### config.mk
export PLATFORM = sky130hd
export DESIGN_NAME = mqrf_ctrl
export DESIGN_NICKNAME = d
export VERILOG_FILES = /design/src/hw/rtl/mqrf_pkg.sv /design/src/hw/rtl/mqrf_ctrl.sv
export SDC_FILE = /design/constraint.sdc
export NUM_CORES = 1
export LEC_CHECK = 0
export BUFFER_PORTS_ARGS = -buffer_cell sky130_fd_sc_hd__buf_2
export CORE_AREA = 2 2 39 41
export CTS_CLUSTER_DIAMETER = 80
export DETAILED_ROUTE_END_ITERATION = 8
export DIE_AREA = 0 0 41 43
export PLACE_DENSITY = 0.4
export SYNTH_ARGS = -nofsm -noshare
export SYNTH_HDL_FRONTEND = slang
export SYNTH_SLANG_ARGS = --single-unit
### constraint.sdc
create_clock -name clk -period 1.5 [get_ports clk]
set_clock_uncertainty 0.1 [all_clocks]
set_input_delay 0.075 -clock clk [delete_from_list [all_inputs] [get_ports clk]]
set_output_delay 0.075 -clock clk [all_outputs]
set_load 0.1 [all_outputs]
### src/hw/rtl/mqrf_pkg.sv
// Package for the multi-queue ring FIFO pool: default sizes, field widths,
// opcode and result codes, controller states and the controller/datapath structs.
// Depends on nothing; every other file of the block but mqrf_ram imports it.
package mqrf_pkg;

  // Default sizes for the top-level parameters.
  localparam int NUM_QUEUES_DEF  = 8;
  localparam int QUEUE_DEPTH_DEF = 64;
  localparam int DATA_WIDTH_DEF  = 32;

  // Fixed widths of the transaction fields.
  localparam int OPCODE_W = 3;
  localparam int QID_W    = 3;
  localparam int SIZE_W   = 7;
  localparam int ITEM_W   = 32;
  localparam int STATUS_W = 3;
  localparam int COUNT_W  = 7;
  localparam int FREE_W   = 4;

  // Operation codes. The two unused codes behave as a status query.
  typedef enum logic [OPCODE_W-1:0] {
    OP_CREATE  = 3'd0,
    OP_DESTROY = 3'd1,
    OP_ENQUEUE = 3'd2,
    OP_DEQUEUE = 3'd3,
    OP_CLEAR   = 3'd4,
    OP_STATUS  = 3'd5
  } op_t;

  // Result codes.
  typedef enum logic [STATUS_W-1:0] {
    RES_OK        = 3'd0,
    RES_BAD_SIZE  = 3'd1,
    RES_NO_FREE   = 3'd2,
    RES_FULL      = 3'd3,
    RES_EMPTY     = 3'd4,
    RES_NULL_ITEM = 3'd5,
    RES_UNALLOC   = 3'd6
  } res_t;

  // Controller states.
  typedef enum logic [1:0] {
    S_IDLE   = 2'd0,
    S_EXEC   = 2'd1,
    S_FINISH = 2'd2
  } state_t;

  // Commands from the controller to the datapath.
  typedef struct packed {
    logic accept;    // latch the input transaction and read its descriptor
    logic commit;    // write back queue state and issue the entry store access
    logic load_out;  // load the result register
  } dp_cmd_t;

  // Status from the datapath to the controller.
  typedef struct packed {
    logic deq_hit;   // the pending operation is a dequeue that succeeds
  } dp_stat_t;

endpackage

### src/hw/rtl/mqrf_ctrl.sv
// Controller of the multi-queue ring FIFO pool: sequences accept, commit and result load.
// Depends on mqrf_pkg.
module mqrf_ctrl
  import mqrf_pkg::*;
(
  input  logic     clk,
  input  logic     rst,
  input  logic     in_valid,
  output logic     in_stall,
  output logic     out_valid,
  input  logic     out_stall,
  output dp_cmd_t  cmd,
  input  dp_stat_t stat
);

  state_t state, state_next;
  logic   out_valid_next;
  logic   out_free;

  // The result register can take a new result when empty or being drained.
  assign out_free = !out_valid || !out_stall;

  // State and result-valid registers.
  always_ff @(posedge clk) begin
    if (rst) begin
      state     <= S_IDLE;
      out_valid <= 1'b0;
    end else begin
      state     <= state_next;
      out_valid <= out_valid_next;
    end
  end

  // Next state and commands.
  always_comb begin
    state_next   = state;
    cmd          = '0;
    in_stall     = 1'b1;
    case (state)
      S_IDLE: begin
        in_stall = 1'b0;
        if (in_valid) begin
          cmd.accept = 1'b1;
          state_next = S_EXEC;
        end
      end
      S_EXEC: begin
        // A successful dequeue commits at once and waits for the stored word.
        if (stat.deq_hit) begin
          cmd.commit = 1'b1;
          state_next = S_FINISH;
        end else if (out_free) begin
          cmd.commit   = 1'b1;
          cmd.load_out = 1'b1;
          state_next   = S_IDLE;
        end
      end
      S_FINISH: begin
        if (out_free) begin
          cmd.load_out = 1'b1;
          state_next   = S_IDLE;
        end
      end
      default: begin
        state_next = S_IDLE;
      end
    endcase
  end

  // The result stays valid until the receiving side takes it.
  always_comb begin
    if (cmd.load_out) begin
      out_valid_next = 1'b1;
    end else if (!out_stall) begin
      out_valid_next = 1'b0;
    end else begin
      out_valid_next = out_valid;
    end
  end

endmodule

== Word level (Yosys, flattened, before mapping) ==
Index checks and enable logic that the tools add are counted.

* Equal/unequal tests: 4
* Multiply operators: 0
* Bitwise logic cells: 0
* Reduce and logical (&&, ||, !) cells: 4
* Shift operators: 0
* Div/mod/pow operators: 0
* Add/sub/neg operators: 0
* Multiplexer cells: 15
* Magnitude comparators: 0

{| class="wikitable"
|+ Operators with widths
! cell !! count
|-
| 2-to-1 mux 1 bit || 9
|-
| 2-to-1 mux 2 bit || 4
|-
| one-hot mux 2 bit (3 select lines) || 1
|-
| == test 2 x 1 -> 1 bit, second input constant || 1
|-
| == test 2 bit, second input constant || 1
|-
| logical NOT 1 bit || 2
|-
| logical NOT 2 bit || 1
|-
| != test 2 x 1 -> 1 bit, second input constant || 1
|-
| != test 2 bit, second input constant || 1
|-
| one-hot mux 1 bit (2 select lines) || 1
|-
| logical OR 1 bit || 1
|}

* Latch bits: 0
* Word-level logic and storage cells: 25
* Register bits after elaboration: 3
* Bits in read-only memories: 0
* Output and inout port bits: 5
* Memories: 0
* Input bits: 5
* Memory bits (writable): 0

== Logic depth before layout (Yosys ltp) ==
Gate-level depths: netlist of the first run.

* Depth after elaboration: 6
* Gate-level depth with buffers: 6
* Mapped depth without buffers: 5

== Worst setup path before layout of the first run ==
OpenSTA, ideal clock, no wires.

* Path type: flip-flop to output port
* Start point: reg out_valid
* End point: out cmd[1] (netlist name)
* Cell stages (with the launch flop): 3
* Path buffers: 0
* Setup slack: -0.387 ns
* Arrival time: 1.712 ns
* Required time: 1.325 ns
* Path through: dfxtp_1 > nand2_1 > o21a_1

{| class="wikitable"
|+ RTL lines
! what !! RTL line !! source
|-
| start: declaration || mqrf_ctrl.sv:10 || <nowiki>output logic out_valid,</nowiki>
|-
| start signal: assignment || mqrf_ctrl.sv:30 || <nowiki>out_valid <= out_valid_next;</nowiki>
|-
| end: declaration || mqrf_ctrl.sv:12 || <nowiki>output dp_cmd_t cmd,</nowiki>
|}

==> results of run 1 <==
[state kept, by name, summed over array words and instances, names as in the netlist]
name and cells:
state 2, out_valid 1
[layout by cell type (no fill, tap or decap), drive strengths merged, types with 2 or more instances in the layout]
master,n
nor2,2
inv,3
nand2,2
clkbuf,4
dfxtp,3
a21oi,3
buf,13
ha,4
o21ai,2
[worst paths after layout]
| kind | start | to | slack (ns) | depth (start not counted) |
|---|---|---|---|---|
| setup / recovery | state[1] | cmd[0] | -0.006 | 6 |
| hold / removal | stat | state[1] | 0.06 | 3 |
| setup reg to reg | state[0] | state[1] | 0.09 | 4 |
| hold reg to reg | out_valid | out_valid | 0.46 | 2 |
[cells in the mapped netlist]
library cell / n
sky130_fd_sc_hd__o31ai_2: 1
sky130_fd_sc_hd__inv_1: 3
sky130_fd_sc_hd__o21ai_0: 2
sky130_fd_sc_hd__and2_1: 1
sky130_fd_sc_hd__nand2_1: 2
sky130_fd_sc_hd__buf_4: 1
sky130_fd_sc_hd__nor2b_1: 1
sky130_fd_sc_hd__or2b_1: 1
sky130_fd_sc_hd__nand4_1: 1
sky130_fd_sc_hd__o211ai_1: 1
sky130_fd_sc_hd__dfxtp_1: 3
sky130_fd_sc_hd__and4b_2: 1
sky130_fd_sc_hd__o31a_1: 1
sky130_fd_sc_hd__nor2_1: 2
sky130_fd_sc_hd__ha_1: 4
sky130_fd_sc_hd__a21oi_1: 3
sky130_fd_sc_hd__o21a_1: 1
[worst max-delay path: cells and delay by family, from the launching register on]
kind | cells | cell delay [ns]
fa+ha+maj | 1 | 0.13
simple gates | 1 | 0.15
buf+inv | 2 | 0.27
flops | 1 | 0.32
compound gates | 2 | 0.22
[timing repair]
item,CTS,global route
hold buffers,1,0
pin swaps,1,0
resized for setup,12,0
endpoints found under the setup margin,1,1
buffers inserted,1,1
endpoints found under the hold margin,3,0
[final cells by class]
| cell class | instances | area, um^2 |
|---|---|---|
| fill | 160 | 921 |
| clock buffer | 4 | 26.3 |
| tap | 16 | 20.0 |
| multi-input combinational | 22 | 194 |
| sequential | 3 | 66.3 |
| timing repair buffer | 14 | 145 |
| inverter | 3 | 11.3 |
[cells by family (layout without fill, tap and decap cells)]
| family | after synthesis | after routing | share of synthesized area [%] |
|---|---|---|---|
| buffers and inverters | 4 | 21 | 7.73 |
| flip-flops | 3 | 3 | 24.7 |
| AO/OA/AOI/OAI | 9 | 9 | 25.3 |
| AND/OR/NAND/NOR | 9 | 9 | 21.7 |
| adder cells (fa/ha/maj) | 4 | 4 | 20.6 |
[where the power goes]
| group | leakage [nW] | total [mW] | switching (mW) | internal (mW) |
|---|---|---|---|---|
| Combinational | 0.161 | 0.187 | 0.113 | 0.0736 |
| Sequential | 0.0261 | 0.0909 | 0.00569 | 0.0852 |
| Clock | 0.0150 | 0.139 | 0.0390 | 0.0995 |
[per-layer routing]
metal	track usage (%)	wire (um)	vias to the layer above
met1	9.94	240	110
met2	11.6	306	3
met4	6.00	0	0
met3	1.57	16	0
li1	-	-	134
met5	0	0	-
[through the flow]
| stage | utilization, % | hold slack [ns] | worst slack [ns] | setup TNS [ns] | area [um^2] |
|---|---|---|---|---|---|
| floorplan | - | 0.0367 | 0.0532 | 0 | 246 |
| global placement | 27.4 | 0.202 | -0.0386 | -0.0386 | 379 |
| detailed placement | 27.4 | 0.198 | -0.0203 | -0.0203 | 379 |
| CTS | 32.9 | 0.0558 | -0.0156 | -0.0156 | 455 |
| global route | 33.5 | 0.0810 | -0.0829 | -0.0829 | 463 |
| finish | 33.5 | 0.0622 | -0.00627 | -0.00627 | 463 |
==> summary.txt, run 1 <==
Drt
  • Detailed Routing Iterations Pass 1: 1
  • Drt via density: 3.98
  • DRC violations left: 0
  • Final WL: 563 um
  • Number of antenna-violating nets in the routed design: 0
  • Post-DR wirelength/cell: 9.08 um
  • Number of violations reported at the end of detailed-routing iteration 0: 0
  • Total vias in the final route: 247

Finish
  • Final #Nets: 56
  • Number of antenna cells inserted: 0
  • Non-filler instance count after layout: 62
  • Area Growth Syn to Fin: 90.7%
  • Share of layout cells above drive strength 1: 63.0%

Clock tree
  • Clock-pin slew on the worst setup and hold paths: 0.04 ns
  • Worst-skew pair later-pin latency: 0.23 ns
  • CTS tree: done
  • Clock root buffer master: sky130_fd_sc_hd__clkbuf_4
  • Number of clock buffers inserted by TritonCTS: 3
  • Buffer levels on the longest clock path: 2
  • Clock sinks: 3
  • H-tree depth: 1

Timing
  • Final number of hold-violating endpoints: 0
  • Highest achievable clock rate: 664 MHz
  • Period utilisation layout: 100%
  • Number of pins exceeding their max-slew limit in the final report: 0
  • Setup slack after layout: -0.00627 ns
  • Setup repair after global routing missed its margin: true
  • Shortest period the worst path allows: 1.51 ns
  • Actual transition at the worst max-transition pin: 0.484 ns
  • Max-slew headroom: 67.9%
  • Setup Viol. Count Final: 1

Logic synthesis
  • Number of warnings reported in the yosys synthesis log: 0
  • Total standard cell area after synthesis: 243 um^2
  • Number of flip-flops and latches in the synthesized netlist: 3
  • Cell taking the most area after synthesis: sky130_fd_sc_hd__dfxtp_1
  • Leading post-synthesis cells by cell area: sky130_fd_sc_hd__dfxtp_1 (25%), sky130_fd_sc_hd__ha_1 (21%), sky130_fd_sc_hd__a21oi_1 (6.2%)
  • Post-synthesis average cell area: 8.37 um^2
  • Net Count, Synth: 38
  • Sequential cell area fraction in the yosys report: 24.7%
  • Yosys cell types: 17
  • Cell count after synthesis: 29
  • Area share of the leading cell type in the synthesized netlist: 24.7%

Power
  • Total power after layout: 416 uW
  • Power density of the placed cells: 900 mW/mm^2
  • Peak ir drop on the vdd network: 0.343 mV
  • Static leakage: 0.202 nW

Critical path
  • Ordered cell list for the critical path: inv_2 -> ha_4 -> nor2b_4 -> o21ai_2 -> a21oi_2 -> buf_12
  • Startpoint type of the worst setup path: flop
  • Crit-path max FO: 3
  • Largest stage delay on the critical path: 0.32 ns
  • Slowest stage cell on the critical path: sky130_fd_sc_hd__dfxtp_2
  • Classification of the worst setup path: reg -> out
  • CP endpoint kind: output pin
  • Worst EP required: 1.32 ns
  • CP Data Arrival Time: 1.33 ns

Die
  • Initial core utilization: 17.5%
  • Core region area: 0.00138 mm^2
  • Total die area: 0.00176 mm^2
  • Overall die height: 43 um
  • Floorplan die width: 41 um
  • Core Rows: 14
  • Top-level I/O count: 10

Placed design
  • Post-detailed-placement half-perimeter wirelength: 436 um
  • Final RePlAce weighted congestion: 0.697
  • Cell count after placement: 55
  • Count of port buffers added during placement: 9

GRT
  • Total overflow reported by the global router: 0
  • Pin count of the biggest net entering global routing: 5
  • Antenna violations before repair: 0
  • Total GRT Usage: 8.02%
  • Wire length of the first global-routing pass: 959 um
  • Vias in the first global route: 252

Job
  • Max-cap viol count: 0

Status
  • Violations in the final reports: negative setup slack
  • Run status: finished, violations left

Min path
  • Worst hold-check path type: in -> reg
No activity file was read; power rests on OpenSTA's default activity.
==> run 2, diff against run 1 <==
--- a/config.mk
+++ b/config.mk
@@ -11,6 +11,7 @@
 export DETAILED_ROUTE_END_ITERATION = 8
 export DIE_AREA = 0 0 41 43
 export PLACE_DENSITY = 0.4
+export REMOVE_ABC_BUFFERS = 1
 export SYNTH_ARGS = -nofsm -noshare
 export SYNTH_HDL_FRONTEND = slang
 export SYNTH_SLANG_ARGS = --single-unit
==> run 2 against run 1 <==
  * The flow still finishes with violations (negative setup slack)
  * Critical path depth unchanged
  * Cell area increased by 3.0%
  * Utilization increased by 0.99 points
  * Clock-buffer cell count unchanged
  * Critical endpoint unchanged
==> summary.txt, run 2 (synthesized netlist as in run 1, its figures left out) <==
Finish
  • Area Growth Syn to Fin: 96.4%
  • Most common cell after layout, fill and taps aside: sky130_fd_sc_hd__buf_2
  • Final core utilization: 34.4% (+0.99 points)
  • Largest register FFs: 2 (unchanged)
  • Number of antenna cells inserted: 0 (unchanged)
  • Largest register by flop count: state
  • Share of layout cells above drive strength 1: 60.9% (-2.2 points)
  • Commonest cells after routing, fill and taps aside: sky130_fd_sc_hd__buf_2 (5), sky130_fd_sc_hd__buf_12 (4), sky130_fd_sc_hd__buf_4 (4)
  • Final #Nets: 56 (unchanged)
  • Top flop regs: state x2, out_valid x1

Timing
  • Setup repair after global routing missed its margin: true
  • Max-slew headroom: 68.0% (about the same)
  • Setup slack after layout: -0.0121 ns (-0.00586 ns)
  • Setup Viol. Count Final: 1 (unchanged)
  • Actual transition at the worst max-transition pin: 0.484 ns (-0.000569 ns)
  • Highest achievable clock rate: 661 MHz (-0.39%)
  • Period utilisation layout: 101% (+0.39 points)
  • Shortest period the worst path allows: 1.51 ns (+0.00586 ns)
  • Final total negative setup slack: -0.0121 ns (-0.00586 ns)
  • Final number of hold-violating endpoints: 0 (unchanged)
  • Hold Worst Slack: 0.0722 ns (+0.0100 ns)
  • Number of pins exceeding their max-slew limit in the final report: 0 (unchanged)

Drt
  • Detailed Routing Iterations Pass 1: 2 (+1)
  • Post-DR wirelength/cell: 9.97 um (+9.8%)
  • Routed wire length on met2: 303 um (-0.98%)
  • Number of violations reported at the end of detailed-routing iteration 0: 5 (+5)
  • Final WL: 618 um (+9.8%)
  • Met3 WL: 25 um (+56%)
  • Drt via density: 4.05 (+1.6%)
  • Uppermost layer routed: met3
  • Length of routed wiring on met1: 289 um (+20%)
  • Total vias in the final route: 251 (+1.6%)
  • DRC violations left: 0 (unchanged)
  • Number of antenna-violating nets in the routed design: 0 (unchanged)

Clock tree
  • # Post-CTS Setup Buffers: 0 (-1)
  • Worst-skew pair later-pin latency: 0.23 ns (about the same)
  • Clock sinks: 3 (unchanged)
  • Buffer levels on the longest clock path: 2 (unchanged)
  • Clock-pin slew on the worst setup and hold paths: 0.03 ns (about the same)
  • H-tree depth: 1 (unchanged)
  • Number of clock buffers inserted by TritonCTS: 3 (unchanged)
  • CTS tree: done
  • Clock root buffer master: sky130_fd_sc_hd__clkbuf_4

Critical path
  • Minimum setup slack among reg-to-reg paths: 0.06 ns (-0.03 ns)
  • Crit path max-delay family: flip-flops
  • Capturing point of the worst reg2reg path: state[1]
  • Crit-path max FO: 3 (unchanged)
  • Number of logic stages on the critical path including buffering: 6 (unchanged)
  • Largest stage delay on the critical path: 0.32 ns (about the same)
  • Worst setup path startpoint: state[1]
  • Worst R2R Start: state[0]
  • Slowest stage cell on the critical path: sky130_fd_sc_hd__dfxtp_2
  • Classification of the worst setup path: reg -> out
  • Worst EP required: 1.32 ns (about the same)
  • Worst reg2reg path depth: 4 (unchanged)
  • CP Data Arrival Time: 1.34 ns (about the same)
  • CP endpoint kind: output pin
  • Setup crit end: cmd[0]
  • Ordered cell list for the critical path: inv_4 -> ha_4 -> nor2b_4 -> o21ai_2 -> a21oi_2 -> buf_12
  • Number of buffer and inverter stages on the critical path: 2 (unchanged)
  • Startpoint type of the worst setup path: flop

GRT
  • Antenna violations before repair: 0 (unchanged)
  • Total GRT Usage: 8.53% (+0.50 points)
  • Total overflow reported by the global router: 0 (unchanged)
  • Wire length of the first global-routing pass: 966 um (+0.73%)
  • Pin count of the biggest net entering global routing: 5 (unchanged)
  • Vias in the first global route: 246 (-2.4%)

Die
  • Top-level I/O count: 10 (unchanged)
  • Floorplan die width: 41 um (unchanged)
  • Initial core utilization: 17.5% (unchanged)
  • Core region area: 0.00138 mm^2 (unchanged)
  • Overall die height: 43 um (unchanged)
  • Total die area: 0.00176 mm^2 (unchanged)
  • Core Rows: 14 (unchanged)

Placed design
  • Count of port buffers added during placement: 9 (unchanged)
  • Post-detailed-placement half-perimeter wirelength: 468 um (+7.2%)
  • Final RePlAce weighted congestion: 0.706 (+1.2%)
  • Worst setup slack before clock tree synthesis: -0.00876 ns (+0.0116 ns)

Job
  • Max-cap viol count: 0 (unchanged)

Power
  • Static leakage: 0.202 nW (-0.13%)
  • Power density of the placed cells: 882 mW/mm^2 (-2.0%)
  • Peak ir drop on the vdd network: 0.321 mV (-6.5%)
  • Total power after layout: 420 uW (+0.93%)

Min path
  • Worst hold-check path type: in -> reg

Status
  • Run status: finished, violations left
  • Violations in the final reports: negative setup slack
run 2: timing repair:
action	4_1_cts	5_1_grt
endpoints found under the hold margin	3	0
setup endpoints to repair	1	1
gates resized for setup	15	0
pin swaps	1	0
hold buffers	1	0
run 2: layout make-up:
type,count,area (um^2)
Clock buffer,4,26.3
Timing Repair Buffer,14,145
Tap cell,16,20.0
Inverter,3,13.8
Fill cell,143,907
Multi-Input combinational cell,22,206
Sequential cell,3,65.1
run 2: worst reg2reg max path: stages (launching register included):
cell and delay (ns):
sky130_fd_sc_hd__dfxtp_4 0.35, sky130_fd_sc_hd__buf_4 0.14, sky130_fd_sc_hd__ha_1 0.24, sky130_fd_sc_hd__o31a_1 0.32, sky130_fd_sc_hd__o31ai_2 0.19
run 2: how the worst min path moves through the flow:
stage,from,to,slack [ns],depth (start not counted)
floorplan,rst,out_valid,0.04,1
CTS,stat,state[1],0.06,3
detailed placement,rst,out_valid,0.20,2
global route,stat,state[1],0.07,3
finish,stat,state[1],0.07,3
global placement,rst,out_valid,0.20,2
run 2: metrics by stage:
stage          cells  area [um^2]
2_1_floorplan     28          235
3_3_place_gp      57          390
3_5_place_dp      57          390
4_1_cts           62          477
5_1_grt           62          477
6_report          62          477
run 2: report_power, final:
group | switching, mW | internal [mW]
Combinational | 0.116 | 0.0758
Clock | 0.0375 | 0.0994
Sequential | 0.00644 | 0.0851
Total | 0.160 | 0.260
run 2: routing by layer:
metal  vias up  track usage (%)
met2         5             12.2
met1       110             9.94
met3         0             3.14
met5         -                0
li1        136                -
met4         0             6.00
